### config.mk
export PLATFORM = sky130hd
export DESIGN_NAME = ubq_datapath
export DESIGN_NICKNAME = d
export VERILOG_FILES = /design/src/sv/ubq_pkg.sv /design/src/sv/ubq_datapath.sv
export SDC_FILE = /design/constraint.sdc
export NUM_CORES = 2
export LEC_CHECK = 0
export ABC_CLOCK_PERIOD_IN_PS = 7940
export BUFFER_PORTS_ARGS = -buffer_cell sky130_fd_sc_hd__clkbuf_2
export CAP_MARGIN = 15
export CORE_ASPECT_RATIO = 0.75
export CORE_MARGIN = 5
export CORE_UTILIZATION = 55
export DETAILED_ROUTE_END_ITERATION = 8
export PLACE_DENSITY_LB_ADDON = 0.15
export SYNTH_ARGS = -nofsm -noshare
export SYNTH_HDL_FRONTEND = slang
export SYNTH_SLANG_ARGS = --single-unit
### constraint.sdc
create_clock -name clock -period 7.94 [get_ports clock]
set_clock_uncertainty 0.05 [all_clocks]
set_input_delay 1.191 -clock clock [delete_from_list [all_inputs] [get_ports clock]]
set_output_delay 1.191 -clock clock [all_outputs]
set_load 0.02 [all_outputs]
### src/sv/ubq_pkg.sv
`timescale 1ns / 1ps
// -----------------------------------------------------------------------------
// ubq_pkg
// Shared types and constants for the buffered UART receive/transmit queues.
// -----------------------------------------------------------------------------
package ubq_pkg;

   localparam int RX_DEPTH = 64;
   localparam int TX_DEPTH = 64;
   localparam int RX_PTR_W = $clog2(RX_DEPTH);
   localparam int TX_PTR_W = $clog2(TX_DEPTH);
   localparam int BYTE_W   = 8;
   localparam int CNT_W    = 32;
   localparam int FUNC_W   = 2;

   typedef enum logic [FUNC_W-1:0] {
      FUNC_TX_PUT = 2'd0,
      FUNC_RX_GET = 2'd1,
      FUNC_EVENT  = 2'd2,
      FUNC_NONE   = 2'd3
   } func_type;

   typedef struct packed {
      logic [FUNC_W-1:0] func;
      logic [BYTE_W-1:0] tx_byte;
      logic [BYTE_W-1:0] rx_byte;
      logic              status_rx_ready;
      logic              status_tx_ready;
      logic              status_overrun;
      logic              status_noise;
      logic              status_framing;
   } req_type;

   typedef struct packed {
      logic [BYTE_W-1:0] read_byte;
      logic              read_valid;
      logic [BYTE_W-1:0] send_byte;
      logic              send_valid;
      logic              tx_irq_enable;
      logic [CNT_W-1:0]  rx_drop_count;
      logic [CNT_W-1:0]  tx_drop_count;
      logic [CNT_W-1:0]  overrun_count;
      logic [CNT_W-1:0]  noise_count;
      logic [CNT_W-1:0]  framing_count;
   } rsp_type;

   // controller -> datapath
   typedef struct packed {
      logic capture;
      logic commit;
   } cmd_type;

   // datapath -> controller
   typedef struct packed {
      logic out_stall;
   } stat_type;

endpackage

### src/sv/ubq_datapath.sv
`timescale 1ns / 1ps
// -----------------------------------------------------------------------------
// ubq_datapath
// Receive and transmit ring memories, pointers, error counters and the
// registered result.
// -----------------------------------------------------------------------------
module ubq_datapath import ubq_pkg::*; (
   input  logic     clock,
   input  logic     reset,
   input  cmd_type  cmd,
   output stat_type stat,
   input  req_type  req,
   output logic     rsp_valid,
   input  logic     rsp_ready,
   output rsp_type  rsp
);

   logic [BYTE_W-1:0] rx_mem [RX_DEPTH];
   logic [BYTE_W-1:0] tx_mem [TX_DEPTH];

   req_type           req_ff;
   logic [BYTE_W-1:0] rx_rd_data_ff, tx_rd_data_ff;

   logic [RX_PTR_W-1:0] rx_rd_ptr_ff, rx_rd_ptr_in, rx_wr_ptr_ff, rx_wr_ptr_in;
   logic [TX_PTR_W-1:0] tx_rd_ptr_ff, tx_rd_ptr_in, tx_wr_ptr_ff, tx_wr_ptr_in;
   logic [RX_PTR_W-1:0] rx_rd_nxt, rx_wr_nxt;
   logic [TX_PTR_W-1:0] tx_rd_nxt, tx_wr_nxt;

   logic             tx_enable_ff, tx_enable_in;
   logic [CNT_W-1:0] rx_drop_ff, rx_drop_in, tx_drop_ff, tx_drop_in;
   logic [CNT_W-1:0] ovr_ff, ovr_in, noise_ff, noise_in, frm_ff, frm_in;

   logic    rsp_valid_ff, rsp_valid_in;
   rsp_type rsp_ff, rsp_in;

   func_type op;
   logic     rx_full, rx_empty, tx_full, tx_empty;
   logic     rx_we, tx_we;

   assign op = func_type'(req_ff.func);

   assign rx_rd_nxt = (rx_rd_ptr_ff == RX_PTR_W'(RX_DEPTH - 1)) ? '0
                      : rx_rd_ptr_ff + RX_PTR_W'(1);
   assign rx_wr_nxt = (rx_wr_ptr_ff == RX_PTR_W'(RX_DEPTH - 1)) ? '0
                      : rx_wr_ptr_ff + RX_PTR_W'(1);
   assign tx_rd_nxt = (tx_rd_ptr_ff == TX_PTR_W'(TX_DEPTH - 1)) ? '0
                      : tx_rd_ptr_ff + TX_PTR_W'(1);
   assign tx_wr_nxt = (tx_wr_ptr_ff == TX_PTR_W'(TX_DEPTH - 1)) ? '0
                      : tx_wr_ptr_ff + TX_PTR_W'(1);

   // one slot always left empty
   assign rx_full  = (rx_wr_nxt == rx_rd_ptr_ff);
   assign tx_full  = (tx_wr_nxt == tx_rd_ptr_ff);
   assign rx_empty = (rx_rd_ptr_ff == rx_wr_ptr_ff);
   assign tx_empty = (tx_rd_ptr_ff == tx_wr_ptr_ff);

   assign rx_we = cmd.commit && (op == FUNC_EVENT) && req_ff.status_rx_ready && !rx_full;
   assign tx_we = cmd.commit && (op == FUNC_TX_PUT) && !tx_full;

   assign stat.out_stall = rsp_valid_ff && !rsp_ready;

   always_comb begin
      rx_rd_ptr_in = rx_rd_ptr_ff;
      rx_wr_ptr_in = rx_wr_ptr_ff;
      tx_rd_ptr_in = tx_rd_ptr_ff;
      tx_wr_ptr_in = tx_wr_ptr_ff;
      tx_enable_in = tx_enable_ff;
      rx_drop_in   = rx_drop_ff;
      tx_drop_in   = tx_drop_ff;
      ovr_in       = ovr_ff;
      noise_in     = noise_ff;
      frm_in       = frm_ff;
      rsp_in       = '0;

      unique case (op)
         FUNC_TX_PUT: begin
            if (tx_full) begin
               tx_drop_in = tx_drop_ff + CNT_W'(1);
            end else begin
               tx_wr_ptr_in = tx_wr_nxt;
               tx_enable_in = 1'b1;
            end
         end
         FUNC_RX_GET: begin
            if (!rx_empty) begin
               rsp_in.read_byte  = rx_rd_data_ff;
               rsp_in.read_valid = 1'b1;
               rx_rd_ptr_in      = rx_rd_nxt;
            end
         end
         FUNC_EVENT: begin
            if (req_ff.status_overrun) ovr_in   = ovr_ff + CNT_W'(1);
            if (req_ff.status_noise)   noise_in = noise_ff + CNT_W'(1);
            if (req_ff.status_framing) frm_in   = frm_ff + CNT_W'(1);
            if (req_ff.status_rx_ready) begin
               if (rx_full) rx_drop_in   = rx_drop_ff + CNT_W'(1);
               else         rx_wr_ptr_in = rx_wr_nxt;
            end
            if (req_ff.status_tx_ready) begin
               if (tx_empty) begin
                  tx_enable_in = 1'b0;
               end else begin
                  rsp_in.send_byte  = tx_rd_data_ff;
                  rsp_in.send_valid = 1'b1;
                  tx_rd_ptr_in      = tx_rd_nxt;
               end
            end
         end
         FUNC_NONE: begin
         end
         default: begin
         end
      endcase

      rsp_in.tx_irq_enable = tx_enable_in;
      rsp_in.rx_drop_count = rx_drop_in;
      rsp_in.tx_drop_count = tx_drop_in;
      rsp_in.overrun_count = ovr_in;
      rsp_in.noise_count   = noise_in;
      rsp_in.framing_count = frm_in;
   end

   always_comb begin
      rsp_valid_in = rsp_valid_ff;
      if (cmd.commit)     rsp_valid_in = 1'b1;
      else if (rsp_ready) rsp_valid_in = 1'b0;
   end

   // queue memories; read data is registered from the current read pointers,
   // which settle at each commit, before the next command is captured
   always_ff @(posedge clock) begin
      if (rx_we) rx_mem[rx_wr_ptr_ff] <= req_ff.rx_byte;
      rx_rd_data_ff <= rx_mem[rx_rd_ptr_ff];
   end

   always_ff @(posedge clock) begin
      if (tx_we) tx_mem[tx_wr_ptr_ff] <= req_ff.tx_byte;
      tx_rd_data_ff <= tx_mem[tx_rd_ptr_ff];
   end

   always_ff @(posedge clock) begin
      if (cmd.capture) req_ff <= req;
      if (cmd.commit)  rsp_ff <= rsp_in;
   end

   always_ff @(posedge clock) begin
      if (reset) begin
         rx_rd_ptr_ff <= '0;
         rx_wr_ptr_ff <= '0;
         tx_rd_ptr_ff <= '0;
         tx_wr_ptr_ff <= '0;
         tx_enable_ff <= 1'b0;
         rx_drop_ff   <= '0;
         tx_drop_ff   <= '0;
         ovr_ff       <= '0;
         noise_ff     <= '0;
         frm_ff       <= '0;
         rsp_valid_ff <= 1'b0;
      end else begin
         if (cmd.commit) begin
            rx_rd_ptr_ff <= rx_rd_ptr_in;
            rx_wr_ptr_ff <= rx_wr_ptr_in;
            tx_rd_ptr_ff <= tx_rd_ptr_in;
            tx_wr_ptr_ff <= tx_wr_ptr_in;
            tx_enable_ff <= tx_enable_in;
            rx_drop_ff   <= rx_drop_in;
            tx_drop_ff   <= tx_drop_in;
            ovr_ff       <= ovr_in;
            noise_ff     <= noise_in;
            frm_ff       <= frm_in;
         end
         rsp_valid_ff <= rsp_valid_in;
      end
   end

   assign rsp_valid = rsp_valid_ff;
   assign rsp       = rsp_ff;

   a_commit_shows: assert property (@(posedge clock) disable iff (reset)
      cmd.commit |=> rsp_valid_ff)
      else $error("committed beat not presented");

   a_tx_put: assert property (@(posedge clock) disable iff (reset)
      (cmd.commit && (op == FUNC_TX_PUT)) |=>
         (tx_enable_ff || (tx_drop_ff == $past(tx_drop_ff) + CNT_W'(1))))
      else $error("tx put neither enabled irq nor counted a drop");

   a_empty_read_zero: assert property (@(posedge clock) disable iff (reset)
      (rsp_valid_ff && !rsp_ff.read_valid) |-> (rsp_ff.read_byte == '0))
      else $error("read byte nonzero without read_valid");

endmodule

Yosys cells after proc, flatten, opt, wreduce, memory -nomap -nowiden
Memory sizes are Yosys's and may differ from the RTL's. A register that Yosys moved wholly into a read port is not among the register bits. Cells that the tools add are included. Widths: inputs -> output; s select.

Flip-flop bits (word level): 388. RAM bits: 1024. Input bits: 28. Output and inout port bits: 181. Logic and storage cells: 102. Memories kept: 2.

Add/sub/neg operators: 9. Equality and inequality tests: 10. Mux-type cells: 27. Bitwise operators: 7. Reduce and logical (&&, ||, !) cells: 18.

Memories: rx_mem (words 64, bits a word 8, rd ports 1, clocked after memory_dff 1, wr ports 1, RTL line ubq_datapath.sv:18) `logic [BYTE_W-1:0] rx_mem [RX_DEPTH];`; tx_mem (words 64, bits a word 8, rd ports 1, clocked after memory_dff 1, wr ports 1, RTL line ubq_datapath.sv:19) `logic [BYTE_W-1:0] tx_mem [TX_DEPTH];`.

Operators by type and width (count): $mux 32 (11); $add 32x1->32 const B (5); $add 6x1->6 const B (4); $eq 6x6->1 (4); $eq 6x6->1 const B (4); $mux 6 (4); $mux 1 (11); $reduce_and 4->1 (2); $not 1->1 (7); $logic_and 1x1->1 (6); $reduce_and 3->1 (2); $logic_not 1->1 (3); $reduce_or 3->1 (1); $eq 2x1->1 const B (1); $eq 2x2->1 const B (1); $logic_not 2->1 (1); $pmux 1 s2 (1); $reduce_and 2->1 (1); $reduce_bool 2->1 (1); $reduce_or 2->1 (1).

Logic depth before layout (Yosys ltp)
Depth in word-level cells: 7. Mapped depth: 12. Depth with buffers taken out: 8.

Worst setup path before layout
OpenSTA, ideal clock, no wires.

Path type: register to register. From: register tx_wr_ptr_ff[0]. To: memory tx_mem[33][0] (enable). Setup time: 0.395 ns. Arrival time: 2.935 ns. Data required time: 7.495 ns. Setup slack: 4.561 ns. Stages on the path, launching flop included: 12. Buffers on the path: 4. Period minus slack after synthesis: 3.379 ns. Cells stage by stage: dfxtp_1 ha_1 buf_2 nand2b_1 and3b_1 a211o_1 o221a_2 buf_2 a21o_1 buf_2 buf_2 nor4_1.

Longest elaborated chain between the ends: 7. Elaborated cells between the ends (all ways): 8. Classes of those cells: 1 x add/sub; 2 x eq/ne; 3 x mux; 2 x reduce/logical.

RTL lines: start: declaration (RTL line ubq_datapath.sv:25) `logic [TX_PTR_W-1:0] tx_rd_ptr_ff, tx_rd_ptr_in, tx_wr_ptr_ff, tx_wr_ptr_in;`; start signal: assignment (RTL line ubq_datapath.sv:164) `tx_wr_ptr_ff <= tx_wr_ptr_in;`; $add 6x1->6 / $eq 6x6->1 (equally long branches) (RTL line ubq_datapath.sv:49, ubq_datapath.sv:48); $mux 6 (RTL line ubq_datapath.sv:48) `assign tx_wr_nxt = (tx_wr_ptr_ff == TX_PTR_W'(TX_DEPTH - 1)) ? '0`; $eq 6x6->1 (RTL line ubq_datapath.sv:53) `assign tx_full = (tx_wr_nxt == tx_rd_ptr_ff);`; $logic_not 1->1 (RTL line ubq_datapath.sv:58) `assign tx_we = cmd.commit && (op == FUNC_TX_PUT) && !tx_full;`; $logic_and 1x1->1 (RTL line ubq_datapath.sv:58); $mux 1 (RTL line ubq_datapath.sv:137) `if (tx_we) tx_mem[tx_wr_ptr_ff] <= req_ff.tx_byte;`; $mux 1 (not written as such) (RTL line ubq_datapath.sv:137); end: declaration (RTL line ubq_datapath.sv:19).

Several ways; a longest one is shown, not always the timed one.

Worst setup path in the final report
From: register tx_wr_ptr_ff[3]. To: memory tx_mem[63][2] (enable).

The elaborated chain is that of the path after synthesis.

==> key figures <==
Worst setup path
  – CP Capture Type: register
  – Worst r2r src: tx_wr_ptr_ff[3]
  – CP Data Required Time: 8.24 ns
  – Critical path type: reg -> reg
  – Reg-to-reg slack, setup: 2.77 ns
  – Origin of the worst setup path: tx_wr_ptr_ff[3]
  – R2R depth: 7
  – Arr. time, crit path: 5.47 ns
  – Crit path to: tx_mem[63][2]
  – Worst setup SP type: register
  – FF-to-FF End: tx_mem[63][2]
  – Peak fanout along the critical path: 31

Cells and area
  – Fill count: 7285
  – Final nets: 3634
  – Area delta synth->final: 11.9%
  – Commonest non-fill, non-tap cell in the layout: edfxtp_1
  – Layout cell share with drive strength beyond 1: 22.3%
  – Most frequent cells in the layout: edfxtp_1, mux4_2, nor2_1

Floorplanning
  – I/O pin total: 209
  – Chip width: 384 um
  – Core Box Area: 104000 sq um
  – DIE AREA: 111000 sq um
  – Row count: 102
  – Starting density of the core: 55.6%
  – Die height: 290 um

Logic synthesis
  – Async SR Flop Fraction: 0%
  – Flops & latches, synth: 1428
  – Synth Cell Area: 57600 sq um
  – Synth Net Count: 3433
  – Area contributors post-synth: edfxtp_1, mux4_2, dfxtp_1
  – Ys Warns: 0
  – Avg Synthesized Cell Area: 17.0 sq um
  – Cells after Synth: 3396
  – Post-synth EDFFs: 1226
  – Netlist cell types: 73
  – Dominant synthesized flop cell: edfxtp_1
  – Synth area leader: edfxtp_1
  – Post-synth top area share: 64.0%
  – Sequential share of the synthesized area: 71.0%

CTS
  – CTS Hold Bufs: 0
  – TritonCTS clock tree: yes
  – # Post-CTS Setup Buffers: 0
  – Max Root-Sink Buffers: 3
  – Worst-skew pair later-pin latency: 0.73 ns
  – CTS root buf: clkbuf_16
  – Post-CTS sizing: 0
  – CTS clock-pin slew for the worst setup and hold paths: 0.06 ns
  – Number of H-tree levels: 4
  – Clock sinks: 1428
  – Num CTS Buffers: 139

Global route
  – First-pass GRT wire length: 199 mm
  – Vias in the first global route: 30400
  – Remaining Overflow, GRT: 0
  – Initial antenna violation count: 3
  – Largest net degree at the start of global routing: 151
  – Overall Global Routing Usage: 23.9%

Timing
  – Final min period: 5.17 ns
  – Fin crit share: 65.1%
  – Setup TNS: 0 ns
  – Max Fclk: 194 MHz
  – Max transition margin: 21.4%
  – RSZ-0062 raised after global routing: no
  – Final Hold Viols: 0
  – Worst Tran Pin Value: 1.18 ns
  – Slew Viols, Final: 0
  – Hold_ws: 0.438 ns
  – Final setup viols: 0

Route
  – WL/cell: 26.0 um
  – DRT antenna net count: 0
  – # DRC: 0
  – Drt pass-1 iters: 6
  – Post-Route WL: 133 mm
  – Vias per cell: 6.19
  – Starting DRT DRC Count: 3912
  – DR vias: 31600

Status
  – Outcome: finished, final reports clean

Power
  – Worst VDD drop: 0.187 mV
  – Leakage power: 20.8 nW
  – Pwr/cell area: 233 nW/um^2

Placement
  – PortBufs: 208
  – Routability cong.: 0.894
  – DP HPWL: 83.1 mm

Job
  – MaxCap Viol Count: 0

Hold path
  – Hold Crit Class: reg -> reg
## cells in the mapped netlist, types with 3 or more instances
library cell,number
a22oi_1,32
or2_2,4
a21oi_1,58
nand4_1,79
nor3_1,28
buf_4,3
dfxtp_1,202
o31ai_1,5
buf_1,34
o21ai_0,41
nor2b_1,23
xnor2_1,130
nor4_1,28
nand4b_1,5
mux2_2,10
and3_1,48
nor2_1,301
nand2b_1,12
and4_1,16
nor3b_1,4
a31oi_1,4
and2_1,38
nand3_1,117
inv_1,12
buf_2,45
a211oi_1,3
xor2_1,161
clkbuf_1,122
or4_1,12
mux4_2,320
nand3b_1,9
ha_1,9
edfxtp_1,1226
or3_1,41
nand2_1,165
## power by group
group | internal, W | switching, W | total, W | leakage, nW
Combinational | 0.0000800 | 0.000321 | 0.000401 | 5.69
Clock | 0.00362 | 0.00272 | 0.00634 | 2.16
Sequential | 0.00823 | 0.0000298 | 0.00825 | 13.0
Total | 0.0119 | 0.00308 | 0.0150 | 20.8
## how the worst min path moves through the flow
| stage | from | end | slack (ns) | cells after the start |
|---|---|---|---|---|
| 6_report | noise_ff[22] | noise_ff[22] | 0.44 | 2 |
| 3_5_place_dp | noise_ff[22] | noise_ff[22] | 0.43 | 2 |
| 5_1_grt | tx_rd_data_ff[7] | rsp[169] | 0.47 | 1 |
| 4_1_cts | noise_ff[22] | noise_ff[22] | 0.44 | 2 |
| 3_3_place_gp | noise_ff[22] | noise_ff[22] | 0.42 | 2 |
| 2_1_floorplan | noise_ff[22] | noise_ff[22] | 0.41 | 2 |
## registers in the layout (all words and copies together), names as in the netlist, 6 cells and up
name           cells
noise_ff          32
tx_rd_ptr_ff       6
tx_drop_ff        32
frm_ff            32
tx_mem           512
req_ff            21
ovr_ff            32
tx_wr_ptr_ff       6
rx_drop_ff        32
rx_wr_ptr_ff       6
rx_rd_ptr_ff       6
rx_mem           512
tx_rd_data_ff      8
rsp              179
rx_rd_data_ff      8
## worst max-delay path: stages (launching register included)
cell and delay (ns):
dfxtp_1 1.10, nand2_1 0.55, o21ba_2 0.38, and2_1 0.17, o221a_2 0.45, a21oi_2 0.67
nand4_1 0.62, nor2_1 0.79
## layer usage
layer | track usage [%] | up-vias | wire, um
li1 | - | 13600 | -
met1 | 37.5 | 16200 | 58000
met2 | 34.3 | 1668 | 58700
met3 | 5.85 | 178 | 14200
met4 | 5.28 | 2 | 2220
met5 | 0 | - | 13
## layout make-up
cell class / instances / area, sq um / area share, %
Clock inverter: 73 / 527 / 0.818
Tap cell: 1404 / 1760 / 2.73
Clock buffer: 181 / 3880 / 6.02
Sequential cell: 1428 / 40900 / 63.5
Antenna cell: 2 / 5.00 / 0.00777
Timing Repair Buffer: 266 / 1520 / 2.36
Inverter: 13 / 48.8 / 0.0758
Multi-Input combinational cell: 1749 / 15800 / 24.5
## stage by stage
| stage | util, % | instances | setup slack, ns | total power [W] | instance area, sq um |
|---|---|---|---|---|---|
| 5_1_grt | 62.2 | 5114 | 2.53 | 0.0155 | 64400 |
| 4_1_cts | 62.2 | 5114 | 3.01 | 0.0151 | 64400 |
| 3_5_place_dp | 58.0 | 4860 | 2.96 | 0.00882 | 60000 |
| 3_3_place_gp | 58.0 | 4860 | 3.09 | 0.00881 | 60000 |
| 2_1_floorplan | - | 3396 | 4.56 | 0.00861 | 57600 |
| 6_report | 62.2 | 5116 | 2.77 | 0.0150 | 64400 |
## cell families after synthesis
family	synth area share [%]
xor+xnor	4.46
mux	12.7
flops	71.0
simple gates	8.25
buf+inv	1.57
compound gates	1.80
fa+ha+maj	0.196
Note: power is estimated with default switching activity, not from simulation.
